==> src/rtl/core/pfvs_pkg.sv <==
// pfvs_pkg: shared types and constants of the protobuf varint field scanner
// no dependencies; used by pfvs_parse and protobuf_field_varint_scanner_core

package pfvs_pkg;

  // accumulator keeps only the bits that a tag field number or a 32-bit value can reach
  localparam int unsigned ACC_W = 35;

  // field number width of the wanted-field register
  localparam int unsigned FIELD_W = 29;

  // a varint ends after this many bytes whatever its continuation bit says
  localparam logic [3:0] VARINT_MAX_BYTES = 4'd10;

  // payload bits carried by each varint byte
  localparam logic [5:0] VARINT_BITS_PER_BYTE = 6'd7;

  // bytes skipped for a fixed32 field
  localparam logic [31:0] FIXED32_BYTES = 32'd4;

  // reset value of the wanted-field register
  localparam logic [FIELD_W-1:0] WANTED_FIELD_RESET = 29'd3;

  // parse phases
  localparam logic [1:0] PH_TAG    = 2'd0;
  localparam logic [1:0] PH_VALUE  = 2'd1;
  localparam logic [1:0] PH_LENLEN = 2'd2;
  localparam logic [1:0] PH_SKIP   = 2'd3;

  // wire types
  localparam logic [2:0] WT_VARINT  = 3'd0;
  localparam logic [2:0] WT_LEN     = 3'd2;
  localparam logic [2:0] WT_FIXED32 = 3'd5;

  // result status codes
  localparam logic [1:0] ST_ABSENT    = 2'd0;
  localparam logic [1:0] ST_FOUND     = 2'd1;
  localparam logic [1:0] ST_MALFORMED = 2'd2;

  // input transaction
  typedef struct packed {
    logic [7:0] data_byte;
    logic       last_byte;
    logic       empty_message;
  } pfvs_in_t;

  // result transaction
  typedef struct packed {
    logic [1:0]  status;
    logic [31:0] field_value;
  } pfvs_out_t;

  // per-message parse state
  typedef struct packed {
    logic [1:0]       phase;
    logic [ACC_W-1:0] acc;
    logic [3:0]       cnt;
    logic [31:0]      skip;
    logic             hit;
    logic             decided;
    logic [1:0]       dec_status;
  } pfvs_state_t;

  // state at the start of every message
  localparam pfvs_state_t STATE_IDLE = '{
    phase:      PH_TAG,
    acc:        '0,
    cnt:        4'd0,
    skip:       32'd0,
    hit:        1'b0,
    decided:    1'b0,
    dec_status: ST_ABSENT
  };

endpackage

==> src/rtl/core/protobuf_field_varint_scanner_core.sv <==
// protobuf_field_varint_scanner_core: top level of the protobuf varint field scanner
// depends on pfvs_pkg and pfvs_parse
//
//   channel  direction  handshake                  payload
//   in_      input      in_valid / in_stall        pfvs_in_t  (byte, last, empty)
//   out_     output     out_valid / out_stall      pfvs_out_t (status, field value)
//   cfg_     input      cfg_wr_en, no handshake    wanted field number, 29 bits
//
// one byte per cycle while out_stall holds no result: an accepted byte sits in the input
// register, is parsed in one pass against the message state and, on a last or empty
// transaction, lands in the result register when it advances out of the input register.
// synchronous active-low reset clears the handshake flags, the message state and
// sets the wanted field to 3.
// a held result under out_stall keeps the input register from parsing, which raises
// in_stall while a transaction waits there

module protobuf_field_varint_scanner_core (
  input  logic                          clk,
  input  logic                          rst_n,
  input  logic                          in_valid,
  output logic                          in_stall,
  input  pfvs_pkg::pfvs_in_t            in_data,
  output logic                          out_valid,
  input  logic                          out_stall,
  output pfvs_pkg::pfvs_out_t           out_data,
  input  logic                          cfg_wr_en,
  input  logic [pfvs_pkg::FIELD_W-1:0]  cfg_wr_data
);

  logic                         in_vld_r;
  logic                         in_vld_nxt;
  pfvs_pkg::pfvs_in_t           in_r;
  pfvs_pkg::pfvs_state_t        st_r;
  pfvs_pkg::pfvs_state_t        st_nxt;
  logic [pfvs_pkg::FIELD_W-1:0] wanted_r;
  logic                         out_vld_r;
  logic                         out_vld_nxt;
  pfvs_pkg::pfvs_out_t          out_r;
  pfvs_pkg::pfvs_out_t          res;
  logic                         res_emit;
  logic                         advance;
  logic                         accept;

  // handshake control
  assign advance  = in_vld_r && (!out_vld_r || !out_stall);
  assign in_stall = in_vld_r && !advance;
  assign accept   = in_valid && !in_stall;

  always_comb begin
    in_vld_nxt = in_vld_r;
    if (accept) begin
      in_vld_nxt = 1'b1;
    end else if (advance) begin
      in_vld_nxt = 1'b0;
    end
    out_vld_nxt = out_vld_r;
    if (advance && res_emit) begin
      out_vld_nxt = 1'b1;
    end else if (out_vld_r && !out_stall) begin
      out_vld_nxt = 1'b0;
    end
  end

  // byte parser
  pfvs_parse u_parse (
    .st       (st_r),
    .in_item  (in_r),
    .wanted   (wanted_r),
    .st_nxt   (st_nxt),
    .res_emit (res_emit),
    .res      (res)
  );

  // control registers
  always_ff @(posedge clk) begin
    if (!rst_n) begin
      in_vld_r  <= 1'b0;
      out_vld_r <= 1'b0;
      st_r      <= pfvs_pkg::STATE_IDLE;
      wanted_r  <= pfvs_pkg::WANTED_FIELD_RESET;
    end else begin
      in_vld_r  <= in_vld_nxt;
      out_vld_r <= out_vld_nxt;
      if (advance) begin
        st_r <= st_nxt;
      end
      if (cfg_wr_en) begin
        wanted_r <= cfg_wr_data;
      end
    end
  end

  // payload registers
  always_ff @(posedge clk) begin
    if (accept) begin
      in_r <= in_data;
    end
    if (advance && res_emit) begin
      out_r <= res;
    end
  end

  assign out_valid = out_vld_r;
  assign out_data  = out_r;

endmodule

==> src/rtl/core/pfvs_parse.sv <==
// pfvs_parse: next-state and result logic for one message byte
// depends on pfvs_pkg

module pfvs_parse (
  input  pfvs_pkg::pfvs_state_t            st,
  input  pfvs_pkg::pfvs_in_t               in_item,
  input  logic [pfvs_pkg::FIELD_W-1:0]     wanted,
  output pfvs_pkg::pfvs_state_t            st_nxt,
  output logic                             res_emit,
  output pfvs_pkg::pfvs_out_t              res
);

  logic [pfvs_pkg::ACC_W-1:0] acc_sh;
  logic [pfvs_pkg::ACC_W-1:0] byte_ext;
  logic [3:0]                 cnt_sh;
  logic                       done;
  logic [2:0]                 tag_wire;
  logic [31:0]                tag_field;
  logic [31:0]                skip_dec;
  pfvs_pkg::pfvs_state_t      n;

  // varint shift-in of the current byte
  always_comb begin
    byte_ext = {{(pfvs_pkg::ACC_W-7){1'b0}}, in_item.data_byte[6:0]};
    if (st.cnt < pfvs_pkg::VARINT_MAX_BYTES) begin
      acc_sh = st.acc | (byte_ext << (6'(st.cnt) * pfvs_pkg::VARINT_BITS_PER_BYTE));
      cnt_sh = st.cnt + 4'd1;
    end else begin
      acc_sh = st.acc;
      cnt_sh = st.cnt;
    end
    done      = !in_item.data_byte[7] || (cnt_sh >= pfvs_pkg::VARINT_MAX_BYTES);
    tag_wire  = acc_sh[2:0];
    tag_field = acc_sh[pfvs_pkg::ACC_W-1:3];
    skip_dec  = (st.skip != 32'd0) ? st.skip - 32'd1 : st.skip;
  end

  // phase step, then end-of-message result
  always_comb begin
    n        = st;
    res_emit = 1'b0;
    res      = '{status: pfvs_pkg::ST_ABSENT, field_value: 32'd0};
    if (in_item.empty_message) begin
      n        = pfvs_pkg::STATE_IDLE;
      res_emit = 1'b1;
    end else begin
      if (!st.decided) begin
        unique case (st.phase)
          pfvs_pkg::PH_TAG: begin
            n.acc = acc_sh;
            n.cnt = cnt_sh;
            if (done || in_item.last_byte) begin
              n.acc = '0;
              n.cnt = 4'd0;
              priority if (tag_wire == pfvs_pkg::WT_VARINT) begin
                n.hit   = (tag_field == {3'b000, wanted});
                n.phase = pfvs_pkg::PH_VALUE;
              end else if (tag_wire == pfvs_pkg::WT_LEN) begin
                n.phase = pfvs_pkg::PH_LENLEN;
              end else if (tag_wire == pfvs_pkg::WT_FIXED32) begin
                n.skip  = pfvs_pkg::FIXED32_BYTES;
                n.phase = pfvs_pkg::PH_SKIP;
              end else begin
                n.decided    = 1'b1;
                n.dec_status = pfvs_pkg::ST_MALFORMED;
              end
            end
          end
          pfvs_pkg::PH_VALUE: begin
            n.acc = acc_sh;
            n.cnt = cnt_sh;
            if (done) begin
              if (st.hit) begin
                n.decided    = 1'b1;
                n.dec_status = pfvs_pkg::ST_FOUND;
                n.acc        = {3'b000, acc_sh[31:0]};
              end else begin
                n.phase = pfvs_pkg::PH_TAG;
                n.acc   = '0;
                n.cnt   = 4'd0;
              end
            end
          end
          pfvs_pkg::PH_LENLEN: begin
            n.acc = acc_sh;
            n.cnt = cnt_sh;
            if (done) begin
              n.acc = '0;
              n.cnt = 4'd0;
              if (acc_sh[31:0] == 32'd0) begin
                n.phase = pfvs_pkg::PH_TAG;
              end else begin
                n.skip  = acc_sh[31:0];
                n.phase = pfvs_pkg::PH_SKIP;
              end
            end
          end
          pfvs_pkg::PH_SKIP: begin
            n.skip = skip_dec;
            if (skip_dec == 32'd0) begin
              n.phase = pfvs_pkg::PH_TAG;
              n.acc   = '0;
              n.cnt   = 4'd0;
            end
          end
          default: begin
            n = st;
          end
        endcase
      end
      // last byte closes the message
      if (in_item.last_byte) begin
        res_emit = 1'b1;
        if (n.decided) begin
          res.status      = n.dec_status;
          res.field_value = n.acc[31:0];
        end else if ((n.phase == pfvs_pkg::PH_VALUE) && n.hit) begin
          res.status      = pfvs_pkg::ST_FOUND;
          res.field_value = n.acc[31:0];
        end
        n = pfvs_pkg::STATE_IDLE;
      end
    end
    st_nxt = n;
  end

endmodule
==> config.mk <==
export PLATFORM = sky130hd
export DESIGN_NAME = protobuf_field_varint_scanner_core
export DESIGN_NICKNAME = d
export VERILOG_FILES = /design/src/rtl/core/pfvs_pkg.sv /design/src/rtl/core/protobuf_field_varint_scanner_core.sv /design/src/rtl/core/pfvs_parse.sv
export SDC_FILE = /design/constraint.sdc
export NUM_CORES = 1
export LEC_CHECK = 0
export ABC_AREA = 1
export ABC_CLOCK_PERIOD_IN_PS = 4400
export BUFFER_PORTS_ARGS = -buffer_cell sky130_fd_sc_hd__buf_2
export CAP_MARGIN = 10
export CORE_ASPECT_RATIO = 0.5
export CORE_MARGIN = 1
export CORE_UTILIZATION = 45
export DETAILED_ROUTE_END_ITERATION = 7
export HOLD_SLACK_MARGIN = 0.05
export PLACE_DENSITY = 0.69
export SYNTH_ARGS = -nofsm -noshare
export SYNTH_HDL_FRONTEND = slang
export SYNTH_HIERARCHICAL = 1
export SYNTH_SLANG_ARGS = --single-unit
==> constraint.sdc <==
create_clock -name clk -period 4.4 [get_ports clk]
set_input_delay 0 -clock clk [delete_from_list [all_inputs] [get_ports clk]]
set_output_delay 0 -clock clk [all_outputs]
set_load 0.02 [all_outputs]
=== After elaboration in Yosys (flattened, before gate mapping) ===
Index checks and enable logic that the tools add are counted.

* Flip-flop bits (word level): 152
* Output and inout port bits: 36
* Logic and storage cells: 104

* $add $sub $neg: 2
* Multiply operators: 1
* Order comparisons: 2
* Eq/ne operators: 15
* Shifts and indexed selects: 1
* Muxes and demuxes: 40
* Bitwise operators: 2
* Reductions and logical operators: 25

{| class="wikitable"
|+ Operators by type and width
! cell !! count
|-
| 77-bit 2-to-1 mux || 5
|-
| 32-bit 2-to-1 mux || 6
|-
| 41-bit one-hot mux with 4 select lines || 1
|-
| 32-bit one-hot mux with 3 select lines || 1
|-
| 41-bit 2-to-1 mux || 2
|-
| 73-bit 2-to-1 mux || 1
|-
| 32-bit logical NOT || 2
|-
| 35-bit 2-to-1 mux || 1
|-
| 35-bit OR || 1
|-
| 7-bit by 6-bit left shift with 35-bit output || 1
|-
| 34-bit 2-to-1 mux || 1
|-
| 33-bit 2-to-1 mux || 1
|-
| 32-bit by 29-bit equality test with 1-bit output || 1
|-
| 32-bit nonzero test || 1
|-
| 32-bit by 1-bit subtractor with 32-bit output, second input constant || 1
|-
| 4-bit by 3-bit inequality test with 1-bit output, second input constant || 4
|-
| 3-bit 2-to-1 mux || 5
|-
| 4-bit inequality test, second input constant || 3
|-
| 2-bit 2-to-1 mux || 5
|-
| 9-bit AND reduction || 1
|-
| 1-bit 2-to-1 mux || 8
|-
| 4-bit 2-to-1 mux || 2
|-
| 1-bit logical AND || 6
|-
| 4-bit by 3-bit multiplier with 6-bit output, second input constant || 1
|-
| 18 further kinds || 27
|}

=== Longest topological paths before layout ===
* Depth after elaboration: 16
* Mapped depth: 27

=== Cells and area by module ===
The synthesis kept the hierarchy.

{| class="wikitable"
|+ By module, submodules not included
! module !! times used !! cells an instance !! area each (sq um) !! seq. area each (sq um)
|-
| pfvs_parse || 1 || 1313 || 6307.3 || 0.0
|-
| protobuf_field_varint_scanner_core || 1 || 691 || 5868.1 || 3483.3
|}

=== Worst setup path after synthesis ===
OpenSTA, ideal clock, no wires.

* Kind: register to register
* Start: register st_r[36] in the netlist's numbering
* End: register st_r[33] in the netlist's numbering
* Arrival time: 3.649 ns
* Path slack: 0.636 ns
* Cell stages (with the launch flop): 25
* Cell sequence: dfxtp_1 fa_1 ha_1 inv_1 fa_1 clkbuf_1 inv_1 buf_1 a21oi_1 nor2_1 nand2_1 nand2_1 nor2_1 nand4_1 nor2_1 nand2_2 nand2_1 buf_2 nand2_1 o211ai_1 a31oi_1 inv_1 nand3_1 nand2_1 nor2_1

{| class="wikitable"
|+ RTL lines
! item !! RTL line !! source
|-
| start, declared || protobuf_field_varint_scanner_core.sv:33 || <nowiki>pfvs_pkg::pfvs_state_t st_r;</nowiki>
|-
| start signal, assigned || protobuf_field_varint_scanner_core.sv:79 || <nowiki>st_r <= pfvs_pkg::STATE_IDLE;</nowiki>
|-
| start signal, assigned || protobuf_field_varint_scanner_core.sv:85 || <nowiki>st_r <= st_nxt;</nowiki>
|}

=== Final worst setup path ===
* Start: register st_r[37] in the netlist's numbering
* End: register out_r (netlist bit out_data[23]) (data pin)

* Word-level cells in the longest chain between the ends: 16
* Elaborated cells between the ends (all ways): 37
* Those cells by class: add/sub: 1; mul: 1; order compare: 2; eq/ne: 4; shift: 1; mux: 22; bitwise: 1; reduce/logical: 5

{| class="wikitable"
|+ RTL lines
! item !! RTL line !! source
|-
| 4-bit by 3-bit multiplier with 6-bit output || pfvs_parse.sv:26 || <nowiki>acc_sh = st.acc | (byte_ext << (6'(st.cnt) * pfvs_pkg::VARINT_BITS_PER_BYTE));</nowiki>
|-
| 7-bit by 6-bit left shift with 35-bit output || pfvs_parse.sv:26 ||
|-
| 35-bit OR || pfvs_parse.sv:26 ||
|-
| 35-bit 2-to-1 mux || pfvs_parse.sv:25 || <nowiki>if (st.cnt < pfvs_pkg::VARINT_MAX_BYTES) begin</nowiki>
|-
| 3-bit equality test || pfvs_parse.sv:60 || <nowiki>end else if (tag_wire == pfvs_pkg::WT_FIXED32) begin</nowiki>
|-
| 2-bit 2-to-1 mux || pfvs_parse.sv:60 ||
|-
| 2-bit 2-to-1 mux || pfvs_parse.sv:58 || <nowiki>end else if (tag_wire == pfvs_pkg::WT_LEN) begin</nowiki>
|-
| 2-bit 2-to-1 mux || pfvs_parse.sv:55 || <nowiki>priority if (tag_wire == pfvs_pkg::WT_VARINT) begin</nowiki>
|-
| 77-bit 2-to-1 mux || pfvs_parse.sv:52 || <nowiki>if (done || in_item.last_byte) begin</nowiki>
|-
| 41-bit one-hot mux with 4 select lines || pfvs_parse.sv:48 || <nowiki>unique case (st.phase)</nowiki>
|-
| 77-bit 2-to-1 mux * || pfvs_parse.sv:47 || <nowiki>if (!st.decided) begin</nowiki>
|-
| 77-bit 2-to-1 mux * || pfvs_parse.sv:43 || <nowiki>if (in_item.empty_message) begin</nowiki>
|-
| 2-bit by 1-bit equality test with 1-bit output || pfvs_parse.sv:117 || <nowiki>end else if ((n.phase == pfvs_pkg::PH_VALUE) && n.hit) begin</nowiki>
|-
| 1-bit logical AND || pfvs_parse.sv:117 ||
|-
| 33-bit 2-to-1 mux || pfvs_parse.sv:117 ||
|-
| 34-bit 2-to-1 mux * || pfvs_parse.sv:114 || <nowiki>if (n.decided) begin</nowiki>
|-
| end signal, assigned || protobuf_field_varint_scanner_core.sv:99 || <nowiki>out_r <= res;</nowiki>
|-
| end, declared || protobuf_field_varint_scanner_core.sv:38 || <nowiki>pfvs_pkg::pfvs_out_t out_r;</nowiki>
|}

Every way passes the cells marked *; elsewhere a longest branch is shown, timed or not. The select of a mux whose other input is x is not followed.
A chain may end at the register's enable or synchronous reset.

==> results <==
- The clock latency on the worst-skew pair is 460 ps.
- The horizontal extent of the die is 234.6 um.
- The share of synthesized area occupied by flip-flops and latches is 0.2861.
- Ranked by total cell area, the synthesized netlist is headed by dfxtp_1, nand2_1, edfxtp_1, nor2_1, a21oi_1.
- Walking the worst path, the cells encountered are fa_1 > ha_1 > inv_1 > fa_2 > clkinvlp_4 > buf_4 > buf_4 > a21oi_1 > nand2_1 > nand3_1 > nand3_1 > nor2_1 > nand2_1 > nor2_1 > nand4_1 > a21oi_4 > buf_4 > nand3_4 > a21oi_1.
- Measured against its own limit, the worst slew margin works out to 0.3016.
- In the layout the commonest cells are nand2_1, nor2_1, inv_1.
- In this run the remaining antenna-violating nets after routing total 0.
- The total clock buffers created by CTS is 17.
- In the final routed layout, each cell accounts on average for 17.56 um.
- In the final layout, the share of cells above drive strength 1 is 0.1177.
- After detailed routing, the number of remaining DRC violations is 0.
- The startpoint class of the critical path is a flop.
- The effective utilization at floorplan is 0.4597.
- The placement row count is 42.
- The first global-routing pass estimated roughly 67000 um of wire.
- Once placement finished, the instance area stood at 12850 um^2.
- The number of optimization iterations in the first detailed-route pass is 7.
- The share of total power dissipated in the clock network is 0.302.
- The synthesized design contains 44 enable-type register cells.
- IR analysis of the VDD net gives a maximum drop of 0.0002766 V.
- The die is ~120 um tall.
- Summing all non-filler instances in the final layout gives an area of 14210 um^2.
- After clock tree synthesis, the clock-pin slew on the worst setup and hold paths is 70 ps.
- In this run the power spent charging and discharging nets is 2.004 mW.
- The achievable frequency is 236.3 MHz.
- CTS saw 152 sinks.
- The via count normalized by instance count is 5.650.
- The library cell used most frequently in the layout, excluding fill and tap cells, is nand2_1.
- The worst clock skew is 15.81 ps.
- The number of vias in the routed layout is approximately 14000.
- The via count of the first global-routing pass came to 12180.
- Entering global routing, the biggest net connects 102 pins.
- The total detailed-routing wirelength is 43350 um.
- Power comes to 5.002 mW.
- Of the total power, the share spent switching nets is 0.4006.
- The post-synthesis instance total is about 2000.
- Setup violations remaining at the end of the flow were counted as 0.
- The area of the core region is 26490 um^2.
- The required time at the endpoint of the critical path is 4710 ps.
- Among the stages of the critical path, the cell type that occurs most often is buf_4.
- The maximum clock insertion buffer count is 2.
- For this run, the total global-route usage over all layers was measured as 0.3054.
- The number of top-level pins is 80.
- Of the post-synthesis cell area, the dominant cell type holds 0.1776.
- The clock tree root buffer cell is clkbuf_16.
- Summed over all layers, the global routing overflow is 0.
- The growth of design area from synthesis to finish is 16.74%.
- The number of warnings reported in the yosys synthesis log is 6.
- The type of the tightest min-delay check is in -> reg.
- The weighted congestion reported at the end of routability-driven placement is 1.052.
- A synthesized cell averages 6.076 um^2.
- The number of distinct standard cells referenced by the synthesized netlist is 47.
- The largest stage delay on the critical path is between 500 and 600 ps.
- The final number of hold-violating endpoints is 0.
- The initial antenna violation count was 0.
- Synthesis produced a netlist with a net count of 2060.
- The run finished with clean final reports.
- The area of the die is roughly 28000 um^2.
- The flip-flop and latch count after synthesis is between 150 and 200.
- The TritonCTS clock tree is done.
- The cell area that synthesis handed to floorplanning was between 10000 and 15000 um^2.
- Internal power comes to 2.998 mW.
- The largest total area in the synthesized netlist belongs to dfxtp_1.
- The type of the worst setup path is reg -> reg.
- Subtracting the final worst setup slack from the clock period gives 4232 ps.
- The H-tree depth is 4.
- The max-cap violation count is 0.
- Of the total power, registers draw 0.327.
- The antenna cell count is 0.
- The critical-path cell with the highest stage delay is fa_2.
- The max-slew violation total from the final report came to 0.
- The count of input and output buffers is 79.
- The share of total power dissipated in combinational logic is 0.372.
- The most used flip-flop cell after synthesis is dfxtp_1.
- The share of the cycle needed by the critical path after routing is 0.9617.
- The leakage power is 6.252 nW.
- The kind of capture point of the worst setup path is a flop.
- After the last flow step, the layout net total stands at 2159.
- The power density normalized to cell area is 351.9 nW/um^2.
- After legalization and detailed placement, the total HPWL measured 29670 um.
- In this run the worst path has a maximum fanout of 9.
- Data on the critical path arrives at its endpoint at 4540 ps.
- The transition time of the tightest slew-check pin is 1048 ps.
- Of all flip-flops after synthesis, the portion carrying an async set or reset was 0.
- The count of routing violations after the opening detailed-route iteration is between 1500 and 2000.
kinds of logic after synthesis:
| group | synth area share |
|---|---|
| AND/OR/NAND/NOR | 0.3369 |
| AO/OA/AOI/OAI | 0.2151 |
| buffers and inverters | 0.1322 |
| flip-flops | 0.2861 |
| XOR/XNOR | 0.01500 |
| adder cells (fa/ha/maj) | 0.01480 |
per-stage QoR:
step                worst slack, ps    util  instances  hold WS (ps)  setup TNS (ps)
floorplan                     635.8       -       2004         98.87               0
global placement              105.8  0.4854       2376         176.5               0
detailed placement            3.376  0.4854       2376         178.5               0
CTS                           16.09  0.5272       2457         54.82               0
global route                 -33.30  0.5367       2468         92.50          -174.8
finish                        168.4  0.5367       2468         64.47               0
worst paths after layout:
| check | from | endpoint | slack (ps) | depth (start not counted) |
|---|---|---|---|---|
| min | rst_n | st_r[26] | 60 | 3 |
| min reg2reg | st_r[1] | st_r[1] | 500 | 2 |
| max reg2reg | st_r[37] | out_data[23] | 170 | 19 |
| max | st_r[37] | out_data[23] | 170 | 19 |
power by group through the flow:
stage                     Combinational, mW  Sequential [mW]  Clock (mW)
after global routing                   2.03             1.64        1.60
after detailed placement               1.66             1.66           0
after global placement                 1.66             1.66           0
after floorplan                        1.15             1.62           0
after CTS                              1.72             1.63        1.53
final                                  1.86             1.63        1.51
per-layer routing:
layer | track usage | vias up | part of all wire
met4 | 0.06867 | 0 | 0.017
met2 | 0.4795 | 660 | 0.43
li1 | - | 6777 | -
met5 | 0 | - | 0
met1 | 0.4247 | 6443 | 0.44
met3 | 0.07078 | 65 | 0.11
area by class of cell:
type / count / area (um^2)
Clock buffer: 20 / 446.7
Timing Repair Buffer: 198 / 1504
Sequential cell: 152 / 3492
Multi-Input combinational cell: 1486 / 7256
Clock inverter: 12 / 140.1
Tap cell: 352 / 440.4
Fill cell: 2719 / 12270
Inverter: 248 / 934.6
critical path: cells and delay by family (launching register included):
kind            cells  cell delay [ps]
fa+ha+maj           3             1260
simple gates        8             1110
buf+inv             5              690
compound gates      3              650
flops               1              370
state kept, by name, summed over array words and instances (netlist names):
signal	flops
out_valid	1
out_data	34
in_vld_r	1
in_r	10
st_r	77
wanted_r	29
cells in the mapped netlist, types with 2 or more instances:
cell type / n
buf_2: 32
o211ai_1: 33
a21boi_0: 3
a22oi_1: 32
nand2_1: 441
nor2_2: 6
o21bai_1: 3
dfxtp_1: 108
clkbuf_1: 59
nor2_1: 299
nand2_2: 11
a21oi_2: 5
clkinv_1: 4
a31oi_1: 32
a211oi_1: 5
a221oi_1: 2
a41oi_1: 2
nor3_1: 9
xnor2_1: 3
nand4_1: 21
fa_1: 4
buf_6: 16
buf_4: 13
a21oi_1: 185
o21ai_0: 161
nand3b_1: 5
nand3_1: 182
inv_2: 6
ha_1: 8
nor2_4: 2
xor2_1: 16
edfxtp_1: 44
inv_1: 238
timing repair:
item                       in CTS  in global routing
pin swaps                       1                  7
hold endpoints to repair       40                  0
gates cloned                    2                  4
buffers inserted                2                  7
hold buffers                   45                  0
setup endpoints to repair      29                 68
gates resized for setup         3                 31
Power figures use the tool's default switching activity.
